$ cat src/hdl/tabp_pkg.sv
// ----------------------------------------------------------------------------
// tabp_pkg
// Shared widths, register indexes, queue types and the block mixing
// functions of the toy AES block pipeline.
// ----------------------------------------------------------------------------
package tabp_pkg;

   localparam int KEY_CHARS   = 16;
   localparam int BLOCK_BYTES = 16;
   localparam int BYTE_W      = 8;
   localparam int LETTER_W    = 7;
   localparam int KEY_POS_W   = 4;
   localparam int KEY_LEN_W   = 5;
   localparam int FILL_W      = 4;
   localparam int CSR_INDEX_W = 2;
   localparam int CSR_DATA_W  = 64;
   localparam int BLOCK_W     = BLOCK_BYTES * BYTE_W;

   localparam logic [CSR_INDEX_W-1:0] CSR_KEY_LOW  = 2'd0;
   localparam logic [CSR_INDEX_W-1:0] CSR_KEY_HIGH = 2'd1;
   localparam logic [CSR_INDEX_W-1:0] CSR_KEY_LEN  = 2'd2;

   localparam logic [BYTE_W-1:0]     ASCII_A        = 8'h41;
   localparam logic [CSR_DATA_W-1:0] KEY_RESET      = 64'h4141_4141_4141_4141;
   localparam logic [KEY_LEN_W-1:0]  KEY_LEN_RESET  = 5'd1;

   // One closed block on its way from the front end to the back end.
   typedef struct packed {
      logic               eom;
      logic [BLOCK_W-1:0] data;
   } tabp_block_type;

   // Queue status seen by both ends.
   typedef struct packed {
      logic full;
      logic not_empty;
   } tabp_qstat_type;

   function automatic logic [BYTE_W-1:0] gf_double(input logic [BYTE_W-1:0] v);
      logic [BYTE_W-1:0] d;
      d = {v[BYTE_W-2:0], 1'b0};
      if (v[BYTE_W-1]) begin
         d = d ^ 8'h1B;
      end
      return d;
   endfunction

   function automatic logic [BYTE_W-1:0] parity_mark(input logic [BYTE_W-1:0] v);
      logic [BYTE_W-1:0] m;
      m = v;
      if (^v) begin
         m[BYTE_W-1] = 1'b1;
      end
      return m;
   endfunction

   // Row rotation, parity marking and MixColumns over a whole block.
   // Byte i of the block sits in bits 8i+7..8i, row-major.
   function automatic logic [BLOCK_W-1:0] mix_block(input logic [BLOCK_W-1:0] blk);
      logic [BYTE_W-1:0]  s [BLOCK_BYTES];
      logic [BLOCK_W-1:0] m;
      logic [BYTE_W-1:0]  a0, a1, a2, a3;
      for (int r = 0; r < 4; r++) begin
         for (int c = 0; c < 4; c++) begin
            s[r*4+c] = parity_mark(blk[(r*4 + ((c + r) % 4))*BYTE_W +: BYTE_W]);
         end
      end
      m = '0;
      for (int c = 0; c < 4; c++) begin
         a0 = s[c];
         a1 = s[c+4];
         a2 = s[c+8];
         a3 = s[c+12];
         m[c*BYTE_W +: BYTE_W]      = gf_double(a0) ^ gf_double(a1) ^ a1 ^ a2 ^ a3;
         m[(c+4)*BYTE_W +: BYTE_W]  = a0 ^ gf_double(a1) ^ gf_double(a2) ^ a2 ^ a3;
         m[(c+8)*BYTE_W +: BYTE_W]  = a0 ^ a1 ^ gf_double(a2) ^ gf_double(a3) ^ a3;
         m[(c+12)*BYTE_W +: BYTE_W] = gf_double(a0) ^ a0 ^ a1 ^ a2 ^ gf_double(a3);
      end
      return m;
   endfunction

endpackage

$ cat src/hdl/tabp_req_if.sv
// ----------------------------------------------------------------------------
// tabp_req_if
// Request channel: one plaintext letter and its end-of-message flag.
// ----------------------------------------------------------------------------
interface tabp_req_if;
   logic                          valid;
   logic                          ready;
   logic [tabp_pkg::LETTER_W-1:0] letter;
   logic                          end_of_message;

   modport source (output valid, output letter, output end_of_message, input ready);
   modport sink   (input valid, input letter, input end_of_message, output ready);
endinterface

$ cat src/hdl/tabp_rsp_if.sv
// ----------------------------------------------------------------------------
// tabp_rsp_if
// Response channel: one cipher byte with its block and message markers.
// ----------------------------------------------------------------------------
interface tabp_rsp_if;
   logic                        valid;
   logic                        ready;
   logic [tabp_pkg::BYTE_W-1:0] cipher_byte;
   logic                        block_last;
   logic                        message_last;

   modport source (output valid, output cipher_byte, output block_last,
                   output message_last, input ready);
   modport sink   (input valid, input cipher_byte, input block_last,
                   input message_last, output ready);
endinterface

$ cat src/hdl/tabp_front.sv
// ----------------------------------------------------------------------------
// tabp_front
// Takes letters, applies the running key shift mod 26, gathers them into a
// block and pushes each closed, padded block into the queue.
// ----------------------------------------------------------------------------
module tabp_front (
   input  logic                                 clock,
   input  logic                                 reset,
   tabp_req_if.sink                             req,
   input  logic                                 csr_write_enable,
   input  logic [tabp_pkg::CSR_INDEX_W-1:0]     csr_index,
   input  logic [tabp_pkg::CSR_DATA_W-1:0]      csr_write_data,
   input  tabp_pkg::tabp_qstat_type             qstat,
   output logic                                 push,
   output tabp_pkg::tabp_block_type             blk
);
   import tabp_pkg::*;

   logic [CSR_DATA_W-1:0] key_low_ff, key_low_in;
   logic [CSR_DATA_W-1:0] key_high_ff, key_high_in;
   logic [KEY_LEN_W-1:0]  key_len_ff, key_len_in;
   logic [KEY_POS_W-1:0]  key_pos_ff, key_pos_in;
   logic [FILL_W-1:0]     fill_ff, fill_in;
   logic [BYTE_W-1:0]     store_ff [BLOCK_BYTES];

   logic [2*CSR_DATA_W-1:0] key_all;
   logic [BYTE_W-1:0]       key_byte;
   logic [KEY_LEN_W-1:0]    eff_len;
   logic [KEY_LEN_W-1:0]    pos_plus;
   logic [8:0]              sum;
   logic [13:0]             sum_x39;
   logic [3:0]              quot;
   logic [8:0]              rem_wide;
   logic [5:0]              rem;
   logic [BYTE_W-1:0]       enc;
   logic                    accept;
   logic                    close;

   assign req.ready = !qstat.full;
   assign accept    = req.valid && req.ready;
   assign close     = req.end_of_message || (fill_ff == FILL_W'(BLOCK_BYTES - 1));
   assign push      = accept && close;

   // Key letter at the current position.
   assign key_all  = {key_high_ff, key_low_ff};
   assign key_byte = key_all[{key_pos_ff, 3'b000} +: BYTE_W];

   // (letter - 'A') + (key - 'A') + 6*26 reduces to letter + key + 26.
   // The remainder uses an under-estimated reciprocal and one correction.
   assign sum      = 9'(req.letter) + 9'(key_byte) + 9'd26;
   assign sum_x39  = 14'(sum) * 14'd39;
   assign quot     = sum_x39[13:10];
   assign rem_wide = sum - 9'(quot) * 9'd26;
   always_comb begin
      if (rem_wide >= 9'd26) begin
         rem = 6'(rem_wide - 9'd26);
      end else begin
         rem = rem_wide[5:0];
      end
   end
   assign enc = ASCII_A + 8'(rem);

   always_comb begin
      eff_len = key_len_ff;
      if (eff_len == '0) begin
         eff_len = KEY_LEN_W'(1);
      end
      if (eff_len > KEY_LEN_W'(KEY_CHARS)) begin
         eff_len = KEY_LEN_W'(KEY_CHARS);
      end
   end
   assign pos_plus = KEY_LEN_W'(key_pos_ff) + KEY_LEN_W'(1);

   always_comb begin
      key_pos_in = key_pos_ff;
      fill_in    = fill_ff;
      if (accept) begin
         if (req.end_of_message || pos_plus >= eff_len) begin
            key_pos_in = '0;
         end else begin
            key_pos_in = pos_plus[KEY_POS_W-1:0];
         end
         if (close) begin
            fill_in = '0;
         end else begin
            fill_in = fill_ff + FILL_W'(1);
         end
      end
   end

   always_comb begin
      key_low_in  = key_low_ff;
      key_high_in = key_high_ff;
      key_len_in  = key_len_ff;
      if (csr_write_enable) begin
         case (csr_index)
            CSR_KEY_LOW:  key_low_in  = csr_write_data;
            CSR_KEY_HIGH: key_high_in = csr_write_data;
            CSR_KEY_LEN:  key_len_in  = csr_write_data[KEY_LEN_W-1:0];
            default:      key_len_in  = key_len_ff;
         endcase
      end
   end

   // Closed block: earlier letters, this letter, then plain 'A' padding.
   always_comb begin
      blk.eom = req.end_of_message;
      for (int i = 0; i < BLOCK_BYTES; i++) begin
         if (FILL_W'(i) == fill_ff) begin
            blk.data[i*BYTE_W +: BYTE_W] = enc;
         end else if (FILL_W'(i) < fill_ff) begin
            blk.data[i*BYTE_W +: BYTE_W] = store_ff[i];
         end else begin
            blk.data[i*BYTE_W +: BYTE_W] = ASCII_A;
         end
      end
   end

   always_ff @(posedge clock) begin
      if (reset) begin
         key_low_ff  <= KEY_RESET;
         key_high_ff <= KEY_RESET;
         key_len_ff  <= KEY_LEN_RESET;
         key_pos_ff  <= '0;
         fill_ff     <= '0;
      end else begin
         key_low_ff  <= key_low_in;
         key_high_ff <= key_high_in;
         key_len_ff  <= key_len_in;
         key_pos_ff  <= key_pos_in;
         fill_ff     <= fill_in;
      end
   end

   always_ff @(posedge clock) begin
      if (accept) begin
         store_ff[fill_ff] <= enc;
      end
   end

endmodule

$ cat src/hdl/tabp_queue.sv
// ----------------------------------------------------------------------------
// tabp_queue
// Two-entry queue of closed blocks between the front end and the back end.
// ----------------------------------------------------------------------------
module tabp_queue (
   input  logic                      clock,
   input  logic                      reset,
   input  logic                      push,
   input  tabp_pkg::tabp_block_type  push_blk,
   input  logic                      pop,
   output tabp_pkg::tabp_block_type  head_blk,
   output tabp_pkg::tabp_qstat_type  qstat
);
   import tabp_pkg::*;

   tabp_block_type entry_ff [2];
   logic           wr_ptr_ff, wr_ptr_in;
   logic           rd_ptr_ff, rd_ptr_in;
   logic [1:0]     count_ff, count_in;

   assign qstat.full      = (count_ff == 2'd2);
   assign qstat.not_empty = (count_ff != 2'd0);
   assign head_blk        = entry_ff[rd_ptr_ff];

   always_comb begin
      wr_ptr_in = wr_ptr_ff ^ push;
      rd_ptr_in = rd_ptr_ff ^ pop;
      count_in  = count_ff + 2'(push) - 2'(pop);
   end

   always_ff @(posedge clock) begin
      if (reset) begin
         wr_ptr_ff <= 1'b0;
         rd_ptr_ff <= 1'b0;
         count_ff  <= 2'd0;
      end else begin
         wr_ptr_ff <= wr_ptr_in;
         rd_ptr_ff <= rd_ptr_in;
         count_ff  <= count_in;
      end
   end

   always_ff @(posedge clock) begin
      if (push) begin
         entry_ff[wr_ptr_ff] <= push_blk;
      end
   end

endmodule

$ cat src/hdl/tabp_back.sv
// ----------------------------------------------------------------------------
// tabp_back
// Loads a block from the queue, mixes it into a register and sends its
// sixteen bytes out one per handshake.
// ----------------------------------------------------------------------------
module tabp_back (
   input  logic                      clock,
   input  logic                      reset,
   input  tabp_pkg::tabp_block_type  head_blk,
   input  tabp_pkg::tabp_qstat_type  qstat,
   output logic                      pop,
   tabp_rsp_if.source                rsp
);
   import tabp_pkg::*;

   typedef enum logic [1:0] {
      ST_IDLE = 2'b01,
      ST_EMIT = 2'b10
   } tabp_state_type;

   tabp_state_type       state_ff, state_in;
   logic [BLOCK_W-1:0]   mixed_ff, mixed_in;
   logic                 eom_ff, eom_in;
   logic [FILL_W-1:0]    idx_ff, idx_in;
   logic                 take;
   logic                 done;

   assign rsp.valid        = (state_ff == ST_EMIT);
   assign rsp.cipher_byte  = mixed_ff[{idx_ff, 3'b000} +: BYTE_W];
   assign rsp.block_last   = (idx_ff == FILL_W'(BLOCK_BYTES - 1));
   assign rsp.message_last = rsp.block_last && eom_ff;

   assign take = rsp.valid && rsp.ready;
   assign done = take && rsp.block_last;
   assign pop  = qstat.not_empty && ((state_ff == ST_IDLE) || done);

   always_comb begin
      state_in = state_ff;
      mixed_in = mixed_ff;
      eom_in   = eom_ff;
      idx_in   = idx_ff;
      if (pop) begin
         state_in = ST_EMIT;
         mixed_in = mix_block(head_blk.data);
         eom_in   = head_blk.eom;
         idx_in   = '0;
      end else if (done) begin
         state_in = ST_IDLE;
      end else if (take) begin
         idx_in = idx_ff + FILL_W'(1);
      end
   end

   always_ff @(posedge clock) begin
      if (reset) begin
         state_ff <= ST_IDLE;
         idx_ff   <= '0;
      end else begin
         state_ff <= state_in;
         idx_ff   <= idx_in;
      end
   end

   always_ff @(posedge clock) begin
      mixed_ff <= mixed_in;
      eom_ff   <= eom_in;
   end

endmodule

$ cat src/hdl/toy_aes_block_pipeline_unit.sv
// ----------------------------------------------------------------------------
// toy_aes_block_pipeline_unit
// A request that closes a block (full block or end of message) writes it into
// the queue; the back end mixes it and shows its first cipher byte once free.
// Throughput: one letter per cycle while the block queue has room; the back
// end sends one byte per cycle while the response side is ready.
// Reset (synchronous, active high) restores the default key, empties the
// queue and the partial block; no clearing pass is needed.
// ----------------------------------------------------------------------------
module toy_aes_block_pipeline_unit (
   input  logic                             clock,
   input  logic                             reset,
   tabp_req_if.sink                         req_ch,
   tabp_rsp_if.source                       rsp_ch,
   input  logic                             csr_write_enable,
   input  logic [tabp_pkg::CSR_INDEX_W-1:0] csr_index,
   input  logic [tabp_pkg::CSR_DATA_W-1:0]  csr_write_data
);
   import tabp_pkg::*;

   // The front end shifts each letter by the running key and collects the
   // block. A request that fills the block or ends the message pushes the
   // padded block into the queue in the same cycle, so the front end only
   // stalls when both queue entries are taken.
   tabp_block_type push_blk;
   tabp_block_type head_blk;
   tabp_qstat_type qstat;
   logic           push;
   logic           pop;

   tabp_front u_front (
      .clock            (clock),
      .reset            (reset),
      .req              (req_ch),
      .csr_write_enable (csr_write_enable),
      .csr_index        (csr_index),
      .csr_write_data   (csr_write_data),
      .qstat            (qstat),
      .push             (push),
      .blk              (push_blk)
   );

   // The queue decouples letter intake from byte output, so a stalled
   // response side does not stop the next block from being gathered.
   tabp_queue u_queue (
      .clock    (clock),
      .reset    (reset),
      .push     (push),
      .push_blk (push_blk),
      .pop      (pop),
      .head_blk (head_blk),
      .qstat    (qstat)
   );

   // The back end mixes a whole block into its output register when it pops
   // it, then walks the sixteen bytes in row-major order. If the queue holds a
   // block, it is loaded on the same edge as the last byte leaves.
   tabp_back u_back (
      .clock    (clock),
      .reset    (reset),
      .head_blk (head_blk),
      .qstat    (qstat),
      .pop      (pop),
      .rsp      (rsp_ch)
   );

endmodule

$ cat src/flat_wrapper.sv
// flat-port wrapper written by rule: the top's interface ports become plain ports
module toy_aes_block_pipeline_unit_flat import tabp_pkg::*;
  (clock, reset, csr_write_enable, csr_index, csr_write_data, req_ch_valid, req_ch_letter, req_ch_end_of_message, req_ch_ready, rsp_ch_valid, rsp_ch_cipher_byte, rsp_ch_block_last, rsp_ch_message_last, rsp_ch_ready);
  tabp_req_if req_ch_i ();
  tabp_rsp_if rsp_ch_i ();
  input  logic clock;
  input  logic reset;
  input  logic csr_write_enable;
  input  logic [tabp_pkg::CSR_INDEX_W-1:0] csr_index;
  input  logic [tabp_pkg::CSR_DATA_W-1:0] csr_write_data;
  input wire logic [$bits(req_ch_i.valid)-1:0] req_ch_valid;
  input wire logic [$bits(req_ch_i.letter)-1:0] req_ch_letter;
  input wire logic [$bits(req_ch_i.end_of_message)-1:0] req_ch_end_of_message;
  output wire logic [$bits(req_ch_i.ready)-1:0] req_ch_ready;
  output wire logic [$bits(rsp_ch_i.valid)-1:0] rsp_ch_valid;
  output wire logic [$bits(rsp_ch_i.cipher_byte)-1:0] rsp_ch_cipher_byte;
  output wire logic [$bits(rsp_ch_i.block_last)-1:0] rsp_ch_block_last;
  output wire logic [$bits(rsp_ch_i.message_last)-1:0] rsp_ch_message_last;
  input wire logic [$bits(rsp_ch_i.ready)-1:0] rsp_ch_ready;
  assign req_ch_i.valid = req_ch_valid;
  assign req_ch_i.letter = req_ch_letter;
  assign req_ch_i.end_of_message = req_ch_end_of_message;
  assign req_ch_ready = req_ch_i.ready;
  assign rsp_ch_valid = rsp_ch_i.valid;
  assign rsp_ch_cipher_byte = rsp_ch_i.cipher_byte;
  assign rsp_ch_block_last = rsp_ch_i.block_last;
  assign rsp_ch_message_last = rsp_ch_i.message_last;
  assign rsp_ch_i.ready = rsp_ch_ready;
  toy_aes_block_pipeline_unit u_core (.clock(clock), .reset(reset), .req_ch(req_ch_i), .rsp_ch(rsp_ch_i), .csr_write_enable(csr_write_enable), .csr_index(csr_index), .csr_write_data(csr_write_data));
endmodule
$ cat config.mk
export PLATFORM = sky130hd
export DESIGN_NAME = toy_aes_block_pipeline_unit_flat
export DESIGN_NICKNAME = d
export VERILOG_FILES = /design/src/hdl/tabp_pkg.sv /design/src/hdl/tabp_req_if.sv /design/src/hdl/tabp_rsp_if.sv /design/src/hdl/tabp_front.sv /design/src/hdl/tabp_queue.sv /design/src/hdl/tabp_back.sv /design/src/hdl/toy_aes_block_pipeline_unit.sv /design/src/flat_wrapper.sv
export SDC_FILE = /design/constraint.sdc
export NUM_CORES = 1
export LEC_CHECK = 0
export ABC_AREA = 1
export CORE_ASPECT_RATIO = 1.4
export CORE_MARGIN = 1.5
export CORE_UTILIZATION = 36
export DETAILED_ROUTE_END_ITERATION = 8
export DONT_BUFFER_PORTS = 1
export PLACE_DENSITY = 0.61
export SYNTH_ARGS = -nofsm -noshare
export SYNTH_HDL_FRONTEND = slang
export SYNTH_HIERARCHICAL = 1
export SYNTH_SLANG_ARGS = --single-unit
$ cat constraint.sdc
create_clock -name clock -period 8.6 [get_ports clock]
set_input_delay 0.86 -clock clock [delete_from_list [all_inputs] [get_ports clock]]
set_output_delay 0.86 -clock clock [all_outputs]
set_load 0.05 [all_outputs]
==> impl_metrics.ini <==
[synth]
ys_seq_area_frac = 0.495
ys_warn_count = 6
synth_fp_nets = 4136
syn_area_sq_mm = 0.0369
ys_types = 57
avgSynthCellArea_sq_um = 9.28
synth_cells = 3972
synth-seq-cells = 658

[place]
hpwl_um = 75000
gp_congestion = 0.905
pre_cts_ws_ns = -0.498
io_buffer_count = 0
dp.cells = 5248

[worst_setup_path]
critPathCaptureType = register
worst_path_max_delay_cell = fa_1
arrival_ns = 9.05
cp_common_cell = nand2_1
critPathKind = reg -> reg
path_max_fanout = 7
max_stage_delay_ns = 0.51
cp-start-kind = register
cp.required_ns = 8.96

[die]
core_area_sq_mm = 0.101
die_w_um = 273
die_y_um = 382
dieArea_sq_mm = 0.104
rows = 138
ios = 91
initial_core_util = 0.364

[routing]
wire_per_inst_um = 18.9
vias = 26819
dr.pass1.iters = 5
drtAntennaViolNets = 0
drc_errors = 0
drtIter0Drc = 1556
wirelength_um = 102000
viasPerCell = 4.98

[cts]
clk_latency_ns = 0.64
cts_tree = done
path_clk_slew_ns = 0.07
cts_root_buffer = clkbuf_16
ctsHtreeMaxLevel = 3
cts_made_buffers = 67
clock-sinks = 658
cts_max_path_buffers = 3

[layout]
syn2layout_area_growth_pct = 14.5
multiInputGateArea_sq_mm = 0.0170
drive_gt1_frac = 0.159
finalNonFillerCells = 5384
n_fill_cell = 9662
layout_common_cells = nand2_1 (870), edfxtp_1 (507), nor2_1 (376), inv_1 (333), nand3_1 (264)
mostFrequentLayoutCell = nand2_1
antenna_cells = 0
fin_nets = 4169
final-seq-area_sq_mm = 0.0183

[timing]
relSlewSlack = 0.187
skew_ns = 0.0403
hold_violations = 0
finalSetupViolCount = 220
tightest_slew_ns = 1.21
fmax_ghz = 0.115
setup_ws_ns = -0.0901
rsz0062_at_grt = true
finalSetupTns_ns = -7.02
post-route-min-period_ns = 8.69
post-route-period-util = 1.01
slew_violations = 0

[outcome]
violations = negative setup slack
outcome = complete, but fails checks

[worst_hold_path]
hold_path.class = in -> reg

[global_routing]
grt_pass1_wl_um = 153000
grt_pass1_vias = 26162
antenna_found_initial = 0
grt_overflow = 0
grt_max_degree = 122
track_usage = 0.192

[flow_run]
maxCapViolCount = 0
-- metrics by stage --
| stage | util | area [sq um] | hold slack [ns] |
|---|---|---|---|
| finish | 0.417 | 42200 | 0.282 |
| global route | 0.417 | 42200 | 0.257 |
| CTS | 0.411 | 41700 | 0.227 |
| detailed placement | 0.384 | 38900 | 0.439 |
| global placement | 0.384 | 38900 | 0.432 |
| floorplan | - | 37000 | 0.424 |
-- area by class of cell --
class | instances | share of cell area
sequential | 658 | 0.432
multi-input combinational | 2744 | 0.402
timing repair buffer | 154 | 0.0371
clock buffer | 79 | 0.0430
clock inverter | 39 | 0.0119
tap | 1330 | 0.0394
inverter | 380 | 0.0341
-- path summary, 6_finish.rpt --
path	start	slack, ns	depth (start not counted)	end
worst max-delay path	u_core/u_front/key_pos_ff[0]	-0.09	54	u_core/u_queue/entry_ff[1][94]
worst min register to register	u_core/u_front/key_low_ff[22]	0.45	2	u_core/u_front/key_low_ff[22]
worst min-delay path	reset	0.28	1	u_core/u_front/key_pos_ff[1]
worst max register to register	u_core/u_front/key_pos_ff[0]	-0.09	54	u_core/u_queue/entry_ff[1][94]
-- cells by family after synthesis --
logic type	synth area share
simple gates	0.198
flops	0.495
buf+inv	0.0656
compound gates	0.0626
xor+xnor	0.0949
mux	0.0527
fa+ha+maj	0.0317
-- per-layer routing --
metal,wire (um),track usage,share of wire,vias up
met5,0,0,0,-
met4,6730,0.116,0.066,0
met3,4540,0.0317,0.045,251
met2,51800,0.345,0.51,672
met1,38500,0.210,0.38,12632
li1,-,-,-,13264
-- registers in the layout, indices dropped and copies added, names as in the netlist --
| name | flops |
|---|---|
| u_core/u_queue/wr_ptr_ff | 1 |
| u_core/u_front/key_pos_ff | 4 |
| u_core/u_front/key_len_ff | 5 |
| u_core/u_back/state_ff | 2 |
| u_core/u_queue/entry_ff | 258 |
| u_core/u_front/key_low_ff | 64 |
| u_core/u_back/mixed_ff | 128 |
| u_core/u_back/eom_ff | 1 |
| u_core/u_front/store_ff | 120 |
| u_core/u_queue/count_ff | 2 |
| u_core/u_queue/rd_ptr_ff | 1 |
| u_core/u_front/fill_ff | 4 |
| u_core/u_front/key_high_ff | 64 |
| u_core/u_back/idx_ff | 4 |
-- Yosys cell counts, drive strengths merged --
master | instances | share of area
a2111oi | 1 | 0.00024
a211oi | 4 | 0.00081
a21boi | 1 | 0.00020
a21o | 3 | 0.00061
a21oi | 42 | 0.0060
a31oi | 1 | 0.00017
and2 | 2 | 0.00041
buf | 96 | 0.017
clkbuf | 94 | 0.0098
clkinv | 5 | 0.00051
dfxtp | 151 | 0.082
edfxtp | 507 | 0.41
fa | 14 | 0.0076
ha | 71 | 0.024
inv | 375 | 0.038
mux2 | 129 | 0.039
mux2i | 49 | 0.013
nand2 | 952 | 0.10
nand2b | 1 | 0.00017
nand3 | 303 | 0.046
nand3b | 20 | 0.0041
nand4 | 30 | 0.0053
nor2 | 386 | 0.040
nor3 | 8 | 0.0012
o2111ai | 1 | 0.00024
o211ai | 13 | 0.0026
o21a | 1 | 0.00020
o21ai | 265 | 0.036
o221ai | 49 | 0.012
o22ai | 4 | 0.00068
o32ai | 13 | 0.0031
or2 | 4 | 0.00068
xnor2 | 126 | 0.031
xnor3 | 7 | 0.0043
xor2 | 244 | 0.059
-- timing repair --
action / CTS / global route
gates cloned: 3 / 1
hold buffers: 0 / 0
pin swaps: 50 / 18
setup buffers: 8 / 7
gates resized for setup: 80 / 118
setup endpoints to repair: 329 / 329
-- worst max-delay path, delay by kind of cell (launching register included) --
family | cells | cell delay [ns]
adder cells (fa/ha/maj) | 13 | 3.93
flip-flops | 1 | 0.40
AO/OA/AOI/OAI | 7 | 0.91
multiplexers | 1 | 0.14
AND/OR/NAND/NOR | 23 | 2.12
XOR/XNOR | 2 | 0.29
buffers and inverters | 8 | 0.61
Power is left out: the tool's default activity adds up to more than one toggle a clock period on the data nets, which glitch-free logic cannot reach.
